File: src/rtl/aafr_pkg.sv
`timescale 1ns / 1ps
package aafr_pkg;

  localparam int CoordBits = 32;
  localparam int CordicStages = 24;
  localparam int CoordW = (CoordBits < 32) ? CoordBits : 32;
  localparam int Guard = 58 - CoordW;
  localparam int WordW = 64;
  localparam logic [29:0] InvGainQ30 = 30'd652032874;

  typedef logic signed [WordW-1:0] word_t;

  typedef struct packed {
    word_t vx;
    word_t vy;
    word_t px;
    word_t py;
    word_t pz;
    word_t az;
    logic  bypass;
  } cordic_t;

  function automatic word_t asr(input word_t v, input int n);
    asr = v >>> n;
  endfunction

  function automatic word_t sext(input logic [31:0] v);
    logic signed [CoordW-1:0] t;
    t = v[CoordW-1:0];
    sext = WordW'(t);
  endfunction

  function automatic logic [31:0] finish(input word_t v);
    word_t hi;
    word_t lo;
    word_t t;
    hi = (word_t'(1) <<< (CoordW - 1)) - word_t'(1);
    lo = -hi - word_t'(1);
    t = (v + (word_t'(1) <<< (Guard - 1))) >>> Guard;
    if (t > hi) t = hi;
    if (t < lo) t = lo;
    finish = t[31:0];
  endfunction

endpackage

File: src/rtl/aafr_gain.sv
`timescale 1ns / 1ps
module aafr_gain (
  input  logic            clk,
  input  logic            en,
  input  aafr_pkg::word_t in_value,
  output aafr_pkg::word_t out_value
);

  logic        neg;
  logic [63:0] mag;
  logic [63:0] hi_p;
  logic [63:0] lo_p;
  logic        neg_q;
  logic [63:0] hi_q;
  logic [63:0] lo_q;
  logic [63:0] sum;

  always_comb begin
    neg  = in_value < 0;
    mag  = neg ? 64'(-in_value) : 64'(in_value);
    hi_p = 64'({32'd0, mag[63:32]} * {34'd0, aafr_pkg::InvGainQ30});
    lo_p = 64'({32'd0, mag[31:0]} * {34'd0, aafr_pkg::InvGainQ30});
  end

  always_ff @(posedge clk) begin
    if (en) begin
      neg_q <= neg;
      hi_q  <= hi_p;
      lo_q  <= lo_p;
    end
  end

  assign sum = (hi_q << 2) + ((lo_q + 64'(1 << 29)) >> 30);

  always_ff @(posedge clk) begin
    if (en) begin
      out_value <= neg_q ? -aafr_pkg::word_t'(sum) : aafr_pkg::word_t'(sum);
    end
  end

endmodule

File: config.mk
export PLATFORM = sky130hd
export DESIGN_NAME = aafr_gain
export DESIGN_NICKNAME = d
export VERILOG_FILES = /design/src/rtl/aafr_pkg.sv /design/src/rtl/aafr_gain.sv
export SDC_FILE = /design/constraint.sdc
export NUM_CORES = 2
export LEC_CHECK = 0
export BUFFER_PORTS_ARGS = -buffer_cell sky130_fd_sc_hd__buf_4
export CORE_MARGIN = 3
export CORE_UTILIZATION = 55
export DETAILED_ROUTE_END_ITERATION = 7
export PLACE_DENSITY = 0.72
export SYNTH_ARGS = -nofsm -noshare
export SYNTH_HDL_FRONTEND = slang
export SYNTH_SLANG_ARGS = --single-unit
File: constraint.sdc
create_clock -name clk -period 19.65 [get_ports clk]
set_clock_uncertainty 0.05 [all_clocks]
set_input_delay 3.93 -clock clk [delete_from_list [all_inputs] [get_ports clk]]
set_output_delay 3.93 -clock clk [all_outputs]
set_load 0.02 [all_outputs]
==> results by stage <==
Run status:
- The flow ran to the end, and the final reports show no timing, DRC or antenna violations.

Setup path:
- The setup check on the worst reg-to-reg path leaves a slack of 12.72 ns.
- The most numerous cell type found on the critical path is sky130_fd_sc_hd__fa_1.
- Counting both buffers and inverters, the worst setup path holds a total of 5.
- The highest net fanout along the worst path is 7.
- Counting buffers and inverters, the worst setup path is 37 cells deep.
- The biggest cell delay along the critical path is around 0.69 ns.
- In this run the critical register-to-register path is captured at out_value[63]$_DFFE_PP_.
- The critical path launch point type is an input port.
- In this run the worst setup path begins at in_value[3].
- The capturing element type of the critical path is a flop.
- Following the worst setup path forward leads to its endpoint at hi_q[60]$_DFFE_PP_.
- The slowest stage of the critical path is the sky130_fd_sc_hd__or4_1 cell.
- The cell family with the largest share of critical-path delay is simple AND/OR/NAND/NOR gates.
- The arrival time of data at the critical path endpoint is 16.59 ns.
- The data required time of the worst path is 19.82 ns.
- The type of the setup path with the least slack is in2reg.
- The worst register-to-register path begins at lo_q[31]$_DFFE_PP_.
- Counting cells, the worst reg-to-reg path comes to 20.

Synth:
- The count of distinct cell types in the synthesized netlist is 73.
- Of the total synthesized cell area, the portion taken by XOR and XNOR cells is around 5.9%.
- The warning count from the yosys run is 0.
- The post-synthesis async set-or-reset flop share is 0%.
- The synthesized netlist devotes 5.78% of its cell area to simple gates.
- Counting every net in the synthesized netlist gives between 6000 and 7000.
- The largest family of logic cells by synthesized area is adder cells.
- Summing every instance area after synthesis gives 0.0463 mm^2.
- In the post-synthesis netlist, the biggest area contributors are sky130_fd_sc_hd__fa_1 (39%), sky130_fd_sc_hd__ha_1 (20%), sky130_fd_sc_hd__inv_1 (11%), sky130_fd_sc_hd__edfxtp_1 (10%), sky130_fd_sc_hd__xnor2_1 (3.9%).
- The share of the synthesized area in the top cell type is between 30% and 40%.
- The post-synthesis cell count is 4522.
- The portion of synthesized area spent on multiplexers is 0.0648%.
- The adder and majority cell fraction of the synthesized area is 59.4%.
- The post-synthesis compound-gate area fraction is ~7.7%.
- The flip-flop cell with the highest count after synthesis is sky130_fd_sc_hd__edfxtp_1.
- The flip-flop and latch count after synthesis is 159.
- The fraction of the yosys area taken by sequential cells is 10.3%.
- Averaged over all synthesized cells, the footprint is approximately 10 um^2.
- The cell type with the highest aggregate area in the netlist is sky130_fd_sc_hd__fa_1.
- The count of flip-flops with a built-in enable after synthesis is 159.

Clocking:
- The clock buffer count from CTS is 17.
- The clock tree synthesis step divided the H-tree into 4 levels.
- Once the clock tree was built, the setup fixing pass inserted 0 buffers.
- Hold repair after CTS inserted 0 buffers.
- At the later pin of the worst-skew pair, clock insertion delay measures between 0.4 and 0.5 ns.
- Clock tree synthesis selected as its root buffer the cell sky130_fd_sc_hd__clkbuf_16.
- TritonCTS built the clock tree.
- The clock net in this run drives a total of 159 sinks.
- The clock-pin slew on the worst setup and hold paths is 0.08 ns.
- Post-CTS repair changed the size of 0 cells.
- The worst-case clock buffer depth is 2.

Global routing:
- The first global-routing pass estimated 191000 um of wire.
- The number of antenna violations at the first check in global routing was 0.
- Entering global routing, the biggest net connects 82 pins.
- The final global-route overflow total is 0.
- The number of global-route vias before repair is approximately 34000.
- Global routing used 28.5% of the available tracks.

Routing:
- The antenna violation net count after detailed routing is 0.
- The via count normalized by instance count is 5.57.
- In the routed design, unresolved DRC markers number 0.
- After the first detailed-routing iteration, the DRC count stood at 2374.
- The routed design has 119000 um of wire.
- In the final routed layout, each cell accounts on average for between 20 and 25 um.
- Before antenna repair, the detailed router went through 7 iterations.
- The detailed-route via count is 32100.

Placement:
- The HPWL after detailed placement is approximately 110000 um.
- The last weighted congestion value of the routability-driven placer is 0.993.
- Input and output buffers added on the ports amount to around 130.
- The post-placement cell count is 5729.
- The pre-CTS worst setup slack is 2.77 ns.

Timing:
- Headroom to the max-slew limit came out at 19.8%.
- At the pin with the least slew margin, the transition time is 1.19 ns.
- In the post-route analysis, the smallest setup slack over all paths is 3.22 ns.
- Setup violations remaining at the end of the flow were counted as 0.
- After layout, the minimum clock period comes to 16.43 ns.
- Summed over all failing endpoints, the final setup total negative slack is 0 ns.
- The maximum clock frequency is just over 0.06 GHz.
- The final count of hold timing violations is 0.
- The number of slew-limit violations in the final report was 0.
- Setup repair after global routing left no endpoint under its margin.
- The final critical path takes up between 80% and 90% of the cycle.

Final layout:
- The share of the core filled with cells is about 60%.
- The finished layout holds 5761 standard cells, fillers aside.
- The layout overhead on the synthesized area is 6.84%.
- The library cell used most frequently in the layout, excluding fill and tap cells, is sky130_fd_sc_hd__inv_1.
- Cells with a size suffix above 1 make up 5.14% of the layout.
- The final layout contains between 6000 and 7000 nets.
- The library cells used most frequently in the layout, excluding fill and tap cells, are sky130_fd_sc_hd__inv_1 (1305), sky130_fd_sc_hd__fa_1 (911), sky130_fd_sc_hd__ha_1 (741).
- The number of antenna diodes in the final layout is 0.
- The total of fill cells in the finished design is between 6000 and 7000.

Die:
- The number of placement rows is around 110.
- The vertical die dimension is 296 um.
- The die outline width is just under 300 um.
- The core outline area is 0.0828 mm^2.
- The count of pins on the block boundary is 130.
- The initial utilization of the core area, before any placement, comes to approximately 56%.
- The area of the die is around 0.088 mm^2.

Min path:
- The kind of path behind the tightest hold check is reg2reg.

Job:
- The tool flagged a number of max-cap violations equal to 0.
[how the worst min path moves through the flow]
stage | cells past startpoint | startpoint | to | slack [ns]
after floorplan | 1 | lo_q[30]$_DFFE_PP_ | out_value[0]$_DFFE_PP_ | 0.56
after global placement | 1 | lo_q[30]$_DFFE_PP_ | out_value[0]$_DFFE_PP_ | 0.65
after detailed placement | 1 | lo_q[30]$_DFFE_PP_ | out_value[0]$_DFFE_PP_ | 0.65
after CTS | 1 | lo_q[30]$_DFFE_PP_ | out_value[0]$_DFFE_PP_ | 0.68
after global routing | 1 | lo_q[30]$_DFFE_PP_ | out_value[0]$_DFFE_PP_ | 0.70
final | 1 | lo_q[30]$_DFFE_PP_ | out_value[0]$_DFFE_PP_ | 0.69
[registers in the layout (all words and copies together) (netlist names)]
register	count
lo_q	33
neg_q	1
hi_q	61
out_value	64
[synthesized netlist by cell type, types with 4 or more instances]
library cell	count
sky130_fd_sc_hd__fa_1	911
sky130_fd_sc_hd__o211ai_1	7
sky130_fd_sc_hd__o41a_1	4
sky130_fd_sc_hd__a21oi_1	129
sky130_fd_sc_hd__xor2_1	105
sky130_fd_sc_hd__a311oi_1	5
sky130_fd_sc_hd__o31ai_1	36
sky130_fd_sc_hd__inv_1	1305
sky130_fd_sc_hd__or3_1	22
sky130_fd_sc_hd__nor3_1	35
sky130_fd_sc_hd__o21bai_1	14
sky130_fd_sc_hd__a31oi_1	14
sky130_fd_sc_hd__o21ai_0	110
sky130_fd_sc_hd__o21a_1	33
sky130_fd_sc_hd__nand2b_1	24
sky130_fd_sc_hd__o211a_1	4
sky130_fd_sc_hd__or4_1	16
sky130_fd_sc_hd__a31o_2	6
sky130_fd_sc_hd__a21o_1	80
sky130_fd_sc_hd__clkbuf_1	34
sky130_fd_sc_hd__or2_2	13
sky130_fd_sc_hd__edfxtp_1	159
sky130_fd_sc_hd__and2_1	12
sky130_fd_sc_hd__nor2b_1	14
sky130_fd_sc_hd__nor4_1	12
sky130_fd_sc_hd__nand4_1	40
sky130_fd_sc_hd__a21boi_0	5
sky130_fd_sc_hd__o31a_1	7
sky130_fd_sc_hd__and3_1	33
sky130_fd_sc_hd__nor2_1	97
sky130_fd_sc_hd__a211o_1	10
sky130_fd_sc_hd__nand2_1	132
sky130_fd_sc_hd__xnor2_1	207
sky130_fd_sc_hd__o311ai_0	4
sky130_fd_sc_hd__a211oi_1	14
sky130_fd_sc_hd__ha_1	741
sky130_fd_sc_hd__nand3_1	42
sky130_fd_sc_hd__a221oi_1	5
sky130_fd_sc_hd__and4_1	10
sky130_fd_sc_hd__o41ai_1	11
[area by class of cell]
cell class	instances	area (um^2)	area share, %
clock buffer	17	425	0.859
clock inverter	15	215	0.435
inverter	1306	4900	9.90
multi-input combinational	3019	36500	73.8
sequential	159	4770	9.65
tap	1070	1340	2.70
timing repair buffer	175	1320	2.66
[kinds of logic after synthesis]
group / count (synthesis)
AND/OR/NAND/NOR: 518
flip-flops: 159
AO/OA/AOI/OAI: 533
XOR/XNOR: 312
adder cells (fa/ha/maj): 1653
buffers and inverters: 1344
multiplexers: 3
[metal layers]
| layer | wire length [um] | track usage (%) | vias to the layer above |
|---|---|---|---|
| met1 | 52900 | 42.0 | 16200 |
| met3 | 10000 | 5.94 | 163 |
| met2 | 52900 | 43.8 | 1133 |
| met5 | 0 | 0 | - |
| li1 | - | - | 14600 |
| met4 | 3110 | 6.31 | 0 |
[per-stage QoR]
step / hold WS [ns] / cell area, um^2
global placement: 0.653 / 48900
CTS: 0.678 / 49500
floorplan: 0.556 / 46300
global route: 0.703 / 49500
detailed placement: 0.652 / 48900
finish: 0.687 / 49500
Power is left out: the tool's default activity adds up to more than one toggle a clock period on the data nets, which glitch-free logic cannot reach.
